--- src/hdl/matrix_vector_product_assert.svh ---
// ----------------------------------------------------------------------------
// matrix_vector_product assertion macros
// shared concurrent assertion forms, clocked on clk, disabled in reset
// ----------------------------------------------------------------------------
`ifndef MATRIX_VECTOR_PRODUCT_ASSERT_SVH
`define MATRIX_VECTOR_PRODUCT_ASSERT_SVH

// same-cycle implication
`define MVP_ASSERT_IMP(label, ante, cons) \
  label: assert property (@(posedge clk) disable iff (!rst_n) (ante) |-> (cons)) \
    else $error("mvp assertion failed");

// next-cycle implication
`define MVP_ASSERT_NXT(label, ante, cons) \
  label: assert property (@(posedge clk) disable iff (!rst_n) (ante) |=> (cons)) \
    else $error("mvp assertion failed");

`endif

--- src/hdl/mvp_pkg.sv ---
// ----------------------------------------------------------------------------
// mvp_pkg
// types and constants of the matrix vector product engine
// ----------------------------------------------------------------------------
`timescale 1ns / 1ps

package mvp_pkg;

  localparam int unsigned DEF_MAX_DIM = 64;
  localparam int unsigned ELEM_BITS   = 16;
  localparam int unsigned PROD_W      = 2 * ELEM_BITS;
  localparam int unsigned SUM_W       = 40;
  localparam int unsigned VIDX_W      = 6;
  localparam int unsigned OIDX_W      = 6;
  localparam int unsigned DIM_W       = 7;
  localparam int unsigned CFG_IDX_W   = 2;

  // request types
  localparam logic REQ_LOAD   = 1'b0;
  localparam logic REQ_MATRIX = 1'b1;

  // configuration register indexes
  localparam logic [CFG_IDX_W-1:0] CFG_TRANSPOSE = 2'd0;
  localparam logic [CFG_IDX_W-1:0] CFG_NUM_ROWS  = 2'd1;
  localparam logic [CFG_IDX_W-1:0] CFG_NUM_COLS  = 2'd2;

  localparam logic [DIM_W-1:0] DEF_NUM_ROWS = 7'd64;
  localparam logic [DIM_W-1:0] DEF_NUM_COLS = 7'd64;

  typedef struct packed {
    logic                        req_type;
    logic [VIDX_W-1:0]           vec_index;
    logic signed [ELEM_BITS-1:0] elem_value;
  } mvp_in_t;

  typedef struct packed {
    logic [OIDX_W-1:0]       out_index;
    logic signed [SUM_W-1:0] out_value;
    logic                    out_last;
  } mvp_out_t;

  typedef struct packed {
    logic              vec_we;
    logic              capture;
    logic              mul_en;
    logic              acc_en;
    logic              transpose;
    logic              first_row;
    logic              emit;
    logic              out_last;
    logic              clear_sum;
    logic [OIDX_W-1:0] out_index;
  } mvp_cmd_t;

endpackage

--- src/hdl/matrix_vector_product.sv ---
// vector load: written to the vector store when accepted, no result, busy stays low
// matrix element: busy through S_MUL and S_ACC, result strobe registered from S_ACC when a sum completes
// a new matrix element is taken only after the last one has left S_ACC, as set by the
//   registered memory read, the product register and the column-sum read-modify-write
// reset: synchronous rst_n clears control, counters, row sum and registers
//   (transpose 0, 64 x 64); memories are not cleared, no clearing pass
// ----------------------------------------------------------------------------
// matrix_vector_product
// fixed-point y = M x or y = M^T x engine over a streamed row-major matrix
// ----------------------------------------------------------------------------
`timescale 1ns / 1ps

module matrix_vector_product #(
  parameter int unsigned MAX_DIM = mvp_pkg::DEF_MAX_DIM
) (
  input  logic                          clk,
  input  logic                          rst_n,
  input  logic                          start,
  output logic                          busy,
  input  mvp_pkg::mvp_in_t              in_data,
  output logic                          out_valid,
  output mvp_pkg::mvp_out_t             out_data,
  input  logic                          cfg_valid,
  output logic                          cfg_ready,
  input  logic [mvp_pkg::CFG_IDX_W-1:0] cfg_index,
  input  logic [mvp_pkg::DIM_W-1:0]     cfg_data
);
  import mvp_pkg::*;

  localparam int unsigned CNT_W = $clog2(MAX_DIM);

  mvp_cmd_t         cmd;
  logic [CNT_W-1:0] vec_wr_addr, vec_rd_addr, col_rd_addr, col_wr_addr;

  mvp_ctrl #(
    .MAX_DIM (MAX_DIM)
  ) u_ctrl (
    .clk         (clk),
    .rst_n       (rst_n),
    .start       (start),
    .busy        (busy),
    .in_data     (in_data),
    .cfg_valid   (cfg_valid),
    .cfg_ready   (cfg_ready),
    .cfg_index   (cfg_index),
    .cfg_data    (cfg_data),
    .cmd         (cmd),
    .vec_wr_addr (vec_wr_addr),
    .vec_rd_addr (vec_rd_addr),
    .col_rd_addr (col_rd_addr),
    .col_wr_addr (col_wr_addr)
  );

  mvp_datapath #(
    .MAX_DIM (MAX_DIM)
  ) u_datapath (
    .clk         (clk),
    .rst_n       (rst_n),
    .in_data     (in_data),
    .cmd         (cmd),
    .vec_wr_addr (vec_wr_addr),
    .vec_rd_addr (vec_rd_addr),
    .col_rd_addr (col_rd_addr),
    .col_wr_addr (col_wr_addr),
    .out_valid   (out_valid),
    .out_data    (out_data)
  );

endmodule

--- src/hdl/mvp_ctrl.sv ---
// ----------------------------------------------------------------------------
// mvp_ctrl
// controller: configuration registers, row and column counters, item sequencing
// ----------------------------------------------------------------------------
`timescale 1ns / 1ps
`include "matrix_vector_product_assert.svh"

module mvp_ctrl #(
  parameter int unsigned MAX_DIM = mvp_pkg::DEF_MAX_DIM
) (
  input  logic                             clk,
  input  logic                             rst_n,
  input  logic                             start,
  output logic                             busy,
  input  mvp_pkg::mvp_in_t                 in_data,
  input  logic                             cfg_valid,
  output logic                             cfg_ready,
  input  logic [mvp_pkg::CFG_IDX_W-1:0]    cfg_index,
  input  logic [mvp_pkg::DIM_W-1:0]        cfg_data,
  output mvp_pkg::mvp_cmd_t                cmd,
  output logic [$clog2(MAX_DIM)-1:0]       vec_wr_addr,
  output logic [$clog2(MAX_DIM)-1:0]       vec_rd_addr,
  output logic [$clog2(MAX_DIM)-1:0]       col_rd_addr,
  output logic [$clog2(MAX_DIM)-1:0]       col_wr_addr
);
  import mvp_pkg::*;

  localparam int unsigned CNT_W = $clog2(MAX_DIM);
  localparam int unsigned CMP_W = (CNT_W + 1 > DIM_W) ? CNT_W + 1 : DIM_W;

  localparam logic [1:0] S_IDLE = 2'd0;
  localparam logic [1:0] S_MUL  = 2'd1;
  localparam logic [1:0] S_ACC  = 2'd2;

  logic [1:0]       state_r, state_nxt;
  logic             transpose_r;
  logic [DIM_W-1:0] num_rows_r, num_cols_r;
  logic [CNT_W-1:0] row_cnt_r, col_cnt_r;
  logic [CNT_W-1:0] r_hold_r, c_hold_r;
  logic             row_end_r, col_end_r;

  logic [CMP_W-1:0] rows_eff, cols_eff;
  logic             row_end, col_end;
  logic             accept, mat_accept, cfg_wr;

  assign busy      = (state_r != S_IDLE);
  // an input transfer in the same cycle goes first
  assign cfg_ready = (state_r == S_IDLE) && !start;
  assign accept     = start && !busy;
  assign mat_accept = accept && (in_data.req_type == REQ_MATRIX);
  assign cfg_wr     = cfg_valid && cfg_ready &&
                      ((cfg_index == CFG_TRANSPOSE) || (cfg_index == CFG_NUM_ROWS) ||
                       (cfg_index == CFG_NUM_COLS));

  // clamp dimensions to 1..MAX_DIM
  always_comb begin
    if (num_rows_r == '0) begin
      rows_eff = CMP_W'(1);
    end else if (CMP_W'(num_rows_r) > CMP_W'(MAX_DIM)) begin
      rows_eff = CMP_W'(MAX_DIM);
    end else begin
      rows_eff = CMP_W'(num_rows_r);
    end
    if (num_cols_r == '0) begin
      cols_eff = CMP_W'(1);
    end else if (CMP_W'(num_cols_r) > CMP_W'(MAX_DIM)) begin
      cols_eff = CMP_W'(MAX_DIM);
    end else begin
      cols_eff = CMP_W'(num_cols_r);
    end
  end

  assign col_end = (CMP_W'(col_cnt_r) + CMP_W'(1)) >= cols_eff;
  assign row_end = (CMP_W'(row_cnt_r) + CMP_W'(1)) >= rows_eff;

  always_comb begin
    state_nxt = state_r;
    unique case (state_r)
      S_IDLE: begin
        if (mat_accept) begin
          state_nxt = S_MUL;
        end
      end
      S_MUL:   state_nxt = S_ACC;
      S_ACC:   state_nxt = S_IDLE;
      default: state_nxt = S_IDLE;
    endcase
  end

  always_ff @(posedge clk) begin
    if (!rst_n) begin
      state_r     <= S_IDLE;
      transpose_r <= 1'b0;
      num_rows_r  <= DEF_NUM_ROWS;
      num_cols_r  <= DEF_NUM_COLS;
      row_cnt_r   <= '0;
      col_cnt_r   <= '0;
    end else begin
      state_r <= state_nxt;
      if (cfg_valid && cfg_ready) begin
        unique case (cfg_index)
          CFG_TRANSPOSE: transpose_r <= cfg_data[0];
          CFG_NUM_ROWS:  num_rows_r  <= cfg_data;
          CFG_NUM_COLS:  num_cols_r  <= cfg_data;
          default: ;
        endcase
      end
      if (cfg_wr) begin
        row_cnt_r <= '0;
        col_cnt_r <= '0;
      end else if (mat_accept) begin
        if (col_end) begin
          col_cnt_r <= '0;
          row_cnt_r <= row_end ? '0 : CNT_W'(row_cnt_r + CNT_W'(1));
        end else begin
          col_cnt_r <= CNT_W'(col_cnt_r + CNT_W'(1));
        end
      end
    end
  end

  // position of the item in flight
  always_ff @(posedge clk) begin
    if (mat_accept) begin
      r_hold_r  <= row_cnt_r;
      c_hold_r  <= col_cnt_r;
      row_end_r <= row_end;
      col_end_r <= col_end;
    end
  end

  assign vec_wr_addr = CNT_W'(in_data.vec_index);
  assign vec_rd_addr = transpose_r ? row_cnt_r : col_cnt_r;
  assign col_rd_addr = col_cnt_r;
  assign col_wr_addr = c_hold_r;

  always_comb begin
    cmd           = '0;
    cmd.vec_we    = accept && (in_data.req_type == REQ_LOAD) &&
                    (32'(in_data.vec_index) < MAX_DIM);
    cmd.capture   = mat_accept;
    cmd.mul_en    = (state_r == S_MUL);
    cmd.acc_en    = (state_r == S_ACC);
    cmd.transpose = transpose_r;
    cmd.first_row = (r_hold_r == '0);
    cmd.emit      = transpose_r ? row_end_r : col_end_r;
    cmd.out_last  = transpose_r ? col_end_r : row_end_r;
    cmd.out_index = transpose_r ? OIDX_W'(c_hold_r) : OIDX_W'(r_hold_r);
    cmd.clear_sum = cfg_wr;
  end

  `MVP_ASSERT_NXT(a_accept_to_mul, mat_accept, state_r == S_MUL)
  `MVP_ASSERT_NXT(a_mul_to_acc, state_r == S_MUL, state_r == S_ACC && !cfg_ready)
  `MVP_ASSERT_IMP(a_cnt_range, state_r == S_IDLE,
                  (32'(row_cnt_r) < MAX_DIM) && (32'(col_cnt_r) < MAX_DIM))

endmodule

--- src/hdl/mvp_datapath.sv ---
// ----------------------------------------------------------------------------
// mvp_datapath
// vector and column-sum memories, multiplier, accumulator and result register
// ----------------------------------------------------------------------------
`timescale 1ns / 1ps

module mvp_datapath #(
  parameter int unsigned MAX_DIM = mvp_pkg::DEF_MAX_DIM
) (
  input  logic                       clk,
  input  logic                       rst_n,
  input  mvp_pkg::mvp_in_t           in_data,
  input  mvp_pkg::mvp_cmd_t          cmd,
  input  logic [$clog2(MAX_DIM)-1:0] vec_wr_addr,
  input  logic [$clog2(MAX_DIM)-1:0] vec_rd_addr,
  input  logic [$clog2(MAX_DIM)-1:0] col_rd_addr,
  input  logic [$clog2(MAX_DIM)-1:0] col_wr_addr,
  output logic                       out_valid,
  output mvp_pkg::mvp_out_t          out_data
);
  import mvp_pkg::*;

  logic signed [ELEM_BITS-1:0] vec_mem [MAX_DIM];
  logic [SUM_W-1:0]            col_mem [MAX_DIM];

  logic signed [ELEM_BITS-1:0] vec_rd_r, elem_r;
  logic [SUM_W-1:0]            col_rd_r;
  logic signed [PROD_W-1:0]    prod_r;
  logic [SUM_W-1:0]            row_sum_r, row_sum_nxt;
  logic [SUM_W-1:0]            term, col_new;
  logic                        out_valid_r;
  mvp_out_t                    out_data_r;

  always_ff @(posedge clk) begin
    if (cmd.vec_we) begin
      vec_mem[vec_wr_addr] <= in_data.elem_value;
    end
    if (cmd.capture) begin
      vec_rd_r <= vec_mem[vec_rd_addr];
      col_rd_r <= col_mem[col_rd_addr];
      elem_r   <= in_data.elem_value;
    end
  end

  always_ff @(posedge clk) begin
    if (cmd.mul_en) begin
      prod_r <= elem_r * vec_rd_r;
    end
  end

  assign term        = SUM_W'(prod_r);
  assign col_new     = cmd.first_row ? term : col_rd_r + term;
  assign row_sum_nxt = row_sum_r + term;

  always_ff @(posedge clk) begin
    if (cmd.acc_en && cmd.transpose) begin
      col_mem[col_wr_addr] <= col_new;
    end
  end

  always_ff @(posedge clk) begin
    if (!rst_n) begin
      row_sum_r   <= '0;
      out_valid_r <= 1'b0;
    end else begin
      out_valid_r <= cmd.acc_en && cmd.emit;
      if (cmd.clear_sum) begin
        row_sum_r <= '0;
      end else if (cmd.acc_en && !cmd.transpose) begin
        row_sum_r <= cmd.emit ? '0 : row_sum_nxt;
      end
    end
  end

  always_ff @(posedge clk) begin
    if (cmd.acc_en) begin
      out_data_r.out_index <= cmd.out_index;
      out_data_r.out_value <= cmd.transpose ? col_new : row_sum_nxt;
      out_data_r.out_last  <= cmd.out_last;
    end
  end

  assign out_valid = out_valid_r;
  assign out_data  = out_data_r;

endmodule

--- config.mk ---
export PLATFORM = sky130hd
export DESIGN_NAME = matrix_vector_product
export DESIGN_NICKNAME = d
export VERILOG_FILES = /design/src/hdl/mvp_pkg.sv /design/src/hdl/matrix_vector_product.sv /design/src/hdl/mvp_ctrl.sv /design/src/hdl/mvp_datapath.sv
export VERILOG_INCLUDE_DIRS = /design/src /design/src/hdl
export SDC_FILE = /design/constraint.sdc
export NUM_CORES = 2
export LEC_CHECK = 0
export ABC_CLOCK_PERIOD_IN_PS = 10300
export BUFFER_PORTS_ARGS = -buffer_cell sky130_fd_sc_hd__buf_2
export CORE_ASPECT_RATIO = 1.5
export CORE_UTILIZATION = 35
export DETAILED_ROUTE_END_ITERATION = 6
export SLEW_MARGIN = 0
export SYNTH_ARGS = -nofsm -noshare
export SYNTH_HDL_FRONTEND = slang
export SYNTH_SLANG_ARGS = --single-unit
--- constraint.sdc ---
create_clock -name clk -period 10.3 [get_ports clk]
set_input_delay 2.06 -clock clk [delete_from_list [all_inputs] [get_ports clk]]
set_output_delay 2.06 -clock clk [all_outputs]
set_load 0.02 [all_outputs]
==> flow_metrics.py <==
metrics = {
    "route": {
        "viasPerCell": 5.442,
        "drtIter0Drc": 8025,
        "drc": 0,
        "drtPass1Iterations": 5,
        "drtAntennaViolNets": 0,
        "wl_per_cell_um": 29.01,
        "drt_wl_total_mm": 420.1,
        "vias": 78810,
    },
    "floorplanning": {
        "core_um2": 453800,
        "die_h_um": 828.8,
        "die_area_um2": 458500,
        "start_util": 0.3515,
        "die-width_um": 553.2,
        "ios": 86,
        "placementRows": 303,
    },
    "place": {
        "hpwl_mm": 248.0,
        "gp_congestion": 0.8646,
        "dpl_worst_slack_ns": 3.454,
        "portBuffers": 85,
    },
    "logic_synthesis": {
        "syn_inst": 7979,
        "synth.area.mux_share": 0.1588,
        "synth_flop_cell": "edfxtp_1",
        "yosys.area.top_type": "edfxtp_1",
        "syn_nets": 8455,
        "synth_top_family_by_area": "multiplexers",
        "postSynthAreaPerCell_um2": 19.99,
        "synth_seq_cells": 3819,
        "ys_warn_count": 0,
        "synth_area_um2": 159500,
        "ys_seq_area_frac": 0.7145,
        "synthTopCellsByCount": "edfxtp_1 (3749), mux4_2 (1097), nand2_1 (521)",
        "synth-simple-area-share": 0.03487,
        "synth_edf_count": 3749,
        "ys_async_sr_fraction": 0,
        "synth_top_area_frac": 0.7057,
        "yosys-top-cells-area": "edfxtp_1 (71%), mux4_2 (15%), fa_1 (3.3%), ha_1 (1.4%), nand2_1 (1.2%)",
        "synth-compound-area-share": 0.02105,
        "yosysUniqueCellTypes": 78,
        "yosysMostFrequentCell": "edfxtp_1",
        "synth_fa_ha_area_frac": 0.04694,
        "synth_xor_area_frac": 0.005600,
    },
    "cts": {
        "clock_latency_ns": 1.00,
        "holdBufCountCts": 0,
        "clk_pin_slew_ns": 0.07,
        "clock-sinks": 3819,
        "cts_tree": "yes",
        "cts_htree_levels": 5,
        "cts_setup_buffers": 0,
        "cts_made_buffers": 352,
        "cts_resized": 0,
        "root_buffer": "clkbuf_16",
        "clock_path_buffers": 4,
    },
    "critical_path": {
        "cp_slowest_cell": "edfxtp_1",
        "max_stage_delay_ns": 0.85,
        "path_cells": "nand2_1 > fa_1 > inv_1 > fa_1 > inv_1 > fa_1 > inv_1 > fa_1 > fa_1 > inv_1 > fa_1 > inv_1 > ha_1 > a21o_1 > a21oi_1 > o22ai_1 > nor2_1 > o31ai_1 > o311ai_0 > a31o_2 > a21oi_1 > mux2i_1 > nand4_1",
        "cp-end-kind": "flop",
        "path_max_fanout": 16,
        "worstPathArrival_ns": 7.54,
        "startpoint_type": "flop",
        "cpMostUsedCell": "fa_1",
        "required_ns": 10.97,
        "critical_path_class": "reg -> reg",
    },
    "grt": {
        "grtUsageTotal": 0.1809,
        "antenna_found_initial": 26,
        "grt_pass1_wl_mm": 602.5,
        "grt_pass1_vias": 82900,
        "overflow": 0,
        "grt_max_degree": 147,
    },
    "power": {
        "p_sw_frac": 0.2938,
        "seq_power_share": 0.483,
        "p_sw_mw": 12.46,
        "p_leak_nw": 56.85,
        "p_int_mw": 29.93,
        "combPwrFrac": 0.222,
        "p_per_area_nw_per_um2": 236.2,
        "clockPowerShare": 0.295,
        "ir_drop_uv": 309.6,
    },
    "final_layout": {
        "nets": 8726,
        "fin_util": 0.3954,
        "multi_input_area_um2": 43700,
        "fillers": 39980,
        "drive_above_1_share": 0.2440,
        "synthToLayoutAreaGrowth_pct": 12.49,
        "seq_area_um2": 114000,
    },
    "min_path": {
        "hold_class": "reg -> reg",
    },
    "sta": {
        "max_freq_mhz": 145.5,
        "fin_skew_ns": 0.09282,
        "fin_setup_tns_ns": 0,
        "slew_headroom": 0.1026,
        "layout_setup_ws_ns": 3.429,
        "setup-violations-final": 0,
        "tightest_slew_ns": 1.337,
        "rsz0062_at_grt": "no",
        "fin_crit_sh": 0.6671,
        "finalCriticalPeriod_ns": 6.871,
        "hold_viol": 0,
        "maxSlewViolCount": 0,
    },
    "job": {
        "drv_cap": 0,
    },
    "status": {
        "status": "complete, no violations",
    },
}
cell usage in the layout (no fill, tap or decap), drive strengths merged, types with 165 or more instances in the layout:
cell type and count:
buf 303, nand2 521, inv 359, clkinv 165
clkbuf 425, fa 264, nor2 292, ha 176
edfxtp 3749, mux4 1097
layout make-up:
class,instances,share of cell area
multi-input combinational,3431,0.2436
sequential,3819,0.6354
clock buffer,425,0.05091
antenna,8,0.0001116
tap,5947,0.04147
clock inverter,206,0.009162
timing repair buffer,303,0.01226
inverter,343,0.007189
final timing paths:
check | startpoint | to | slack (ns) | cells after the start
max reg2reg | u_datapath.elem_r[7] | u_datapath.prod_r[31] | 3.43 | 23
min reg2reg | u_datapath.row_sum_r[16] | u_datapath.row_sum_r[16] | 0.46 | 2
max | u_datapath.elem_r[7] | u_datapath.prod_r[31] | 3.43 | 23
min | u_datapath.row_sum_r[16] | u_datapath.row_sum_r[16] | 0.46 | 2
cells by family after synthesis:
logic type / after synthesis
buffers and inverters: 729
XOR/XNOR: 102
flip-flops: 3819
AO/OA/AOI/OAI: 500
AND/OR/NAND/NOR: 1233
adder cells (fa/ha/maj): 440
multiplexers: 1156
layer usage:
layer	global-route usage	routed length, um	vias to the layer above	part of all wire
li1	-	-	32580	-
met3	0.02598	25470	550	0.061
met5	0	13	-	0.000031
met2	0.3210	217900	2741	0.52
met4	0.05655	13560	2	0.032
met1	0.2275	163200	42940	0.39
critical path, delay by kind of cell, from the launching register on:
family	cells	cell delay (ns)
fa+ha+maj	7	3.43
buf+inv	5	0.26
simple gates	3	0.38
compound gates	7	1.42
mux	1	0.22
flops	1	0.85
power by group through the flow:
stage | Combinational, mW | Sequential (mW) | Clock [mW]
after detailed placement | 9.51 | 20.8 | 0
after CTS | 9.54 | 20.5 | 12.7
after global routing | 10.4 | 20.5 | 13.3
after global placement | 9.09 | 20.8 | 0
final | 9.43 | 20.5 | 12.5
after floorplan | 6.02 | 20.8 | 0
sequential cells by signal, summed over array words and instances, names as in the netlist, 2 cells and up:
register	cells
u_datapath.vec_rd_r	16
u_datapath.vec_mem	1024
u_ctrl.col_rd_addr	6
u_ctrl.num_cols_r	7
u_datapath.out_data	47
u_datapath.prod_r	32
u_datapath.elem_r	16
u_ctrl.num_rows_r	7
u_ctrl.row_cnt_r	6
u_datapath.col_mem	2560
u_ctrl.col_wr_addr	6
u_ctrl.state_r	2
u_ctrl.r_hold_r	6
u_datapath.col_rd_r	40
u_datapath.row_sum_r	40
metrics by stage:
stage,cell area (um^2),std cells,hold WS [ns],total power [mW]
CTS,179400,14470,0.4596,42.76
global route,179400,14480,0.4857,44.15
global placement,168600,13840,0.4469,29.89
detailed placement,168600,13840,0.4506,30.33
finish,179400,14480,0.4631,42.39
floorplan,159500,7979,0.4064,26.86
Note: power is estimated with default switching activity, not from simulation.
